<file path="src/design/gbd_pkg.sv">
package gbd_pkg;

    // Grid limits
    localparam int MAX_WIDTH  = 128;
    localparam int MAX_HEIGHT = 128;
    localparam int MAX_DEPTH  = 128;

    localparam int X_W    = $clog2(MAX_WIDTH);
    localparam int Y_W    = $clog2(MAX_HEIGHT);
    localparam int Z_W    = $clog2(MAX_DEPTH);
    localparam int SLOT_W = X_W + Y_W;

    // Field widths
    localparam int DIM_W     = 8;
    localparam int SAMPLE_W  = 32;
    localparam int PAIR_W    = 2 * SAMPLE_W;
    localparam int COEF_W    = 32;
    localparam int FRAC_W    = 16;
    localparam int PROD_W    = SAMPLE_W + COEF_W;
    localparam int MAG2_W    = PROD_W - FRAC_W;
    localparam int TERM_W    = MAG2_W + 1;
    localparam int GRAD_W    = 32;
    localparam int CFG_IDX_W = 4;
    localparam int CFG_DAT_W = 32;

    // Interior margins
    localparam int EDGE_LO = 2;
    localparam int EDGE_HI = 3;

    localparam logic [GRAD_W-1:0] GRAD_MAX = {1'b0, {(GRAD_W-1){1'b1}}};
    localparam logic [GRAD_W-1:0] GRAD_MIN = {1'b1, {(GRAD_W-1){1'b0}}};

    // Register indexes
    typedef enum logic [CFG_IDX_W-1:0] {
        CFG_GRID_WIDTH    = 4'd0,
        CFG_GRID_HEIGHT   = 4'd1,
        CFG_GRID_DEPTH    = 4'd2,
        CFG_INV_DX        = 4'd3,
        CFG_INV_DY        = 4'd4,
        CFG_INV_DZ        = 4'd5,
        CFG_INV_MU        = 4'd6,
        CFG_INV_THREE_RHO = 4'd7
    } gbd_cfg_idx_t;

    // Sequencer states
    typedef enum logic [2:0] {
        ST_IDLE,
        ST_READ,
        ST_MUL1,
        ST_MUL2,
        ST_DONE
    } gbd_state_t;

    // Stage enables for the arithmetic lanes
    typedef struct packed {
        logic diff_en;
        logic mul1_en;
        logic mul2_en;
    } gbd_lane_ctrl_t;

    // Current scan position and its classification
    typedef struct packed {
        logic [X_W-1:0] x;
        logic [Y_W-1:0] y;
        logic [Z_W-1:0] z;
        logic           interior;
        logic           last;
    } gbd_pos_t;

    // Zero acts as one, oversize acts as the maximum
    function automatic logic [DIM_W-1:0] dim_clamp(input logic [DIM_W-1:0] v,
                                                   input logic [DIM_W-1:0] maxv);
        logic [DIM_W-1:0] r;
        if (v == '0)
            r = DIM_W'(1);
        else if (v > maxv)
            r = maxv;
        else
            r = v;
        return r;
    endfunction

endpackage

</file>
<file path="src/design/gbd_scan.sv">
module gbd_scan import gbd_pkg::*;
(
    input  logic             clk,
    input  logic             rst_n,
    input  logic             restart,
    input  logic             advance,
    input  logic [DIM_W-1:0] w,
    input  logic [DIM_W-1:0] h,
    input  logic [DIM_W-1:0] d,
    input  logic             three_d,
    output gbd_pos_t         pos
);

    logic [X_W-1:0] x_reg, x_next;
    logic [Y_W-1:0] y_reg, y_next;
    logic [Z_W-1:0] z_reg, z_next;
    logic [X_W-1:0] x_c;
    logic [Y_W-1:0] y_c;
    logic [Z_W-1:0] z_c;
    logic           in_x, in_y, in_z;
    logic           end_x, end_y, end_z;

    // Clamp the position into the current grid
    always_comb
    begin
        x_c = (DIM_W'(x_reg) >= w) ? X_W'(w - DIM_W'(1)) : x_reg;
        y_c = (DIM_W'(y_reg) >= h) ? Y_W'(h - DIM_W'(1)) : y_reg;
        z_c = (DIM_W'(z_reg) >= d) ? Z_W'(d - DIM_W'(1)) : z_reg;
    end

    // Interior test and last interior point
    always_comb
    begin
        in_x  = (DIM_W'(x_c) >= DIM_W'(EDGE_LO)) && (DIM_W'(x_c) + DIM_W'(EDGE_HI) < w);
        in_y  = (DIM_W'(y_c) >= DIM_W'(EDGE_LO)) && (DIM_W'(y_c) + DIM_W'(EDGE_HI) < h);
        in_z  = (DIM_W'(z_c) >= DIM_W'(EDGE_LO)) && (DIM_W'(z_c) + DIM_W'(EDGE_HI) < d);
        end_x = (DIM_W'(x_c) + DIM_W'(EDGE_HI + 1) == w);
        end_y = (DIM_W'(y_c) + DIM_W'(EDGE_HI + 1) == h);
        end_z = (DIM_W'(z_c) + DIM_W'(EDGE_HI + 1) == d);
        pos.x        = x_c;
        pos.y        = y_c;
        pos.z        = z_c;
        pos.interior = in_x && in_y && (!three_d || in_z);
        pos.last     = end_x && end_y && (!three_d || end_z);
    end

    // Raster step, x fastest
    always_comb
    begin
        x_next = x_reg;
        y_next = y_reg;
        z_next = z_reg;
        if (restart)
        begin
            x_next = '0;
            y_next = '0;
            z_next = '0;
        end
        else if (advance)
        begin
            x_next = x_c;
            y_next = y_c;
            z_next = z_c;
            if (DIM_W'(x_c) + DIM_W'(1) < w)
                x_next = x_c + X_W'(1);
            else
            begin
                x_next = '0;
                if (DIM_W'(y_c) + DIM_W'(1) < h)
                    y_next = y_c + Y_W'(1);
                else
                begin
                    y_next = '0;
                    z_next = (DIM_W'(z_c) + DIM_W'(1) < d) ? z_c + Z_W'(1) : '0;
                end
            end
        end
    end

    always_ff @(posedge clk or negedge rst_n)
    begin
        if (!rst_n)
        begin
            x_reg <= '0;
            y_reg <= '0;
            z_reg <= '0;
        end
        else
        begin
            x_reg <= x_next;
            y_reg <= y_next;
            z_reg <= z_next;
        end
    end

endmodule

</file>
<file path="config.mk">
export PLATFORM = sky130hd
export DESIGN_NAME = gbd_scan
export DESIGN_NICKNAME = d
export VERILOG_FILES = /design/src/design/gbd_pkg.sv /design/src/design/gbd_scan.sv
export SDC_FILE = /design/constraint.sdc
export NUM_CORES = 1
export LEC_CHECK = 0
export ABC_CLOCK_PERIOD_IN_PS = 8940
export BUFFER_PORTS_ARGS = -buffer_cell sky130_fd_sc_hd__buf_4
export CORE_MARGIN = 8
export CORE_UTILIZATION = 60
export DETAILED_ROUTE_END_ITERATION = 7
export PLACE_DENSITY = 0.86
export SETUP_SLACK_MARGIN = 0.2
export SLEW_MARGIN = 20
export SYNTH_ARGS = -nofsm -noshare
export SYNTH_HDL_FRONTEND = slang
export SYNTH_SLANG_ARGS = --single-unit
</file>
<file path="constraint.sdc">
create_clock -name clk -period 8.94 [get_ports clk]
set_clock_uncertainty 0.2 [all_clocks]
set_input_delay 1.788 -clock clk [delete_from_list [all_inputs] [get_ports clk]]
set_output_delay 1.788 -clock clk [all_outputs]
set_load 0.1 [all_outputs]
</file>
==> flow_summary.json <==
{
  "status": "finished clean",
  "startpoint_type": "primary input",
  "end_kind": "output pin",
  "rows": 32,
  "crit_type": "primary input to output pin",
  "num_vias": 4543,
  "setup_viol": 0,
  "async_flop_share": 1.00,
  "area_delta_synth_final_pct": 11.6,
  "min_path_cells": 1,
  "ys_seq_area_frac": 0.115,
  "grt_max_degree": 29,
  "synth_area_mm2": 0.00459,
  "r2r-end": "z_reg[4]",
  "die_height_um": 103,
  "cts_htree_levels": 1,
  "yosysUniqueCellTypes": 78,
  "antenna_left": 0,
  "yosys_register_bits": 21,
  "crit_path_max_fanout": 16,
  "antennaDiodeCount": 0,
  "path_clk_slew_ps": 90,
  "holdPathEnd": "x_reg[0]",
  "reg2reg_setup_slack_ps": 3120,
  "grt_pass1_wl_um": 21400,
  "numPortBuffers": 51,
  "dieArea_mm2": 0.0107,
  "cpPeakStageDelay_ps": 580,
  "tightest_slew_ps": 1110,
  "grt_overflow_total": 0,
  "ys_warn_count": 0,
  "place_hpwl_um": 10600,
  "rsz0062_at_grt": "false",
  "fin_crit_ps": 8470,
  "nets": 732,
  "fin_tns_setup_ps": 0,
  "ios": 52,
  "drc": 0,
  "slowest_stage": "or2_1",
  "grtUsageTotal": 0.246,
  "synthCells": 576,
  "path_delay_family": "compound AO/OA/AOI/OAI gates",
  "cp.required_ps": 6950,
  "ys.flop_type": "dfrtp_1",
  "peakVddDrop_mv": 0.0656,
  "wl_um": 12800,
  "drt_iter0_markers": 240,
  "drv_slew": 0,
  "start_util": 0.606,
  "cts_tree": "done",
  "avgSynthCellArea_um2": 7.96,
  "fmaxAchievable_mhz": 118,
  "rr_worst_depth": 18,
  "cts_root_buffer": "clkbuf_8",
  "finalPower_mw": 0.337,
  "wl_per_cell_um": 17.8,
  "synth_edf_count": 0,
  "clk_path_buf_depth": 2,
  "die_w_um": 103,
  "drv_cap": 0,
  "r2r_start": "y_reg[5]",
  "finalHoldViolations": 0,
  "holdBufCountCts": 0,
  "slew_headroom": 0.263,
  "cts_buffers": 3,
  "fillers": 620,
  "path_buf_inv": 4,
  "first_pass_iters": 5,
  "min_from": "x_reg[0]",
  "cts_setup_buffers": 0,
  "grt_pass1_vias": 4613,
  "cts-resized-gates": 0,
  "vias_per_cell": 6.30,
  "p_leak_nw": 2.52,
  "cts_sinks": 21,
  "core_mm2": 0.00757,
  "fin_crit_sh": 0.948,
  "clk_latency_ps": 270,
  "gp_congestion": 0.989,
  "path_cells": "buf_4, inv_1, ha_1, nand4b_2, a211oi_4, or2_1, nand2_1, o21ai_1, inv_1, ha_1, nor4_1, o21a_1, o211ai_1, a211oi_1, and4_1, o2111ai_1, a221oi_4, buf_4",
  "powerDensity_mw_per_mm2": 65.8,
  "drive_above_1_share": 0.137,
  "crit_arrival_ps": 6480,
  "holdCritPathClass": "flip-flop to flip-flop",
  "synth_fp_nets": 688,
  "antenna_found_initial": 0
}
[cell families after synthesis]
logic type               synth area share
multiplexers                       0.0379
buffers and inverters              0.0616
flip-flops                          0.115
adder cells (fa/ha/maj)             0.226
AND/OR/NAND/NOR                     0.184
XOR/XNOR                            0.137
AO/OA/AOI/OAI                       0.238
[report_power, final]
group,internal (mW),switching [mW]
Combinational,0.0611,0.107
Clock,0.0315,0.0370
Sequential,0.0971,0.00306
[worst max-delay path by stage]
| stage | start | to | slack [ps] | cells after the start |
|---|---|---|---|---|
| after global placement | h[1] | pos[0] | 690 | 17 |
| after CTS | h[4] | pos[0] | 500 | 18 |
| after floorplan | d[2] | pos[1] | 460 | 20 |
| after global routing | h[4] | pos[0] | 220 | 18 |
| final | h[4] | pos[0] | 470 | 18 |
| after detailed placement | h[4] | pos[0] | 490 | 18 |
[stage by stage]
step	setup slack (ps)	std cells	instance area (um2)	hold slack [ps]	utilization
floorplan	456	576	4610	278	-
global placement	691	717	5070	320	0.670
detailed placement	485	717	5070	336	0.670
CTS	502	721	5120	357	0.677
global route	221	721	5120	364	0.677
finish	467	721	5120	352	0.677
[metal layers]
layer | wire length (um) | vias to the layer above | share of wire | global-route usage
li1 | - | 2180 | - | -
met1 | 5450 | 2132 | 0.43 | 0.307
met2 | 6070 | 187 | 0.47 | 0.422
met3 | 840 | 44 | 0.066 | 0.0241
met4 | 452 | 0 | 0.035 | 0.0968
met5 | 0 | - | 0 | 0
[placed cells by master, fill, tap and decap left out, drive strengths merged, types with 10 or more instances in the layout]
master  Yosys  routed
mux2i      12      12
nor3       19      19
nor2b      11      11
xor2       20      20
o211ai     10      10
xnor2      52      52
dfrtp      21      21
inv        56      56
a21o       10      10
ha         83      83
a21oi      23      23
o21ai      42      42
nand3      11      11
buf         7      53
nor2       38      38
nand2      40      40
[Yosys cell counts (8+ instances only)]
cell / instances / area, um2
a21o_1: 10 / 75.1
a21oi_1: 22 / 110
a22o_1: 8 / 70.1
a31oi_1: 8 / 50.1
dfrtp_1: 21 / 526
ha_1: 83 / 1040
inv_1: 52 / 195
mux2i_1: 11 / 110
nand2_1: 40 / 150
nand3_1: 11 / 55.1
nor2_1: 37 / 139
nor2b_1: 11 / 68.8
nor3_1: 19 / 95.1
o211ai_1: 10 / 75.1
o21ai_0: 26 / 130
o21ai_1: 13 / 65.1
xnor2_1: 52 / 455
xor2_1: 20 / 175
[cell type report]
cell class                      count  area [um2]  share of cell area
Timing Repair Buffer               53         398              0.0777
Sequential cell                    21         526               0.103
Inverter                           57         214              0.0418
Clock buffer                        3        41.3             0.00806
Multi-Input combinational cell    484        3810               0.743
Clock inverter                      1        7.51             0.00147
Tap cell                          102         128              0.0249
(Power assumes the default switching activity.)
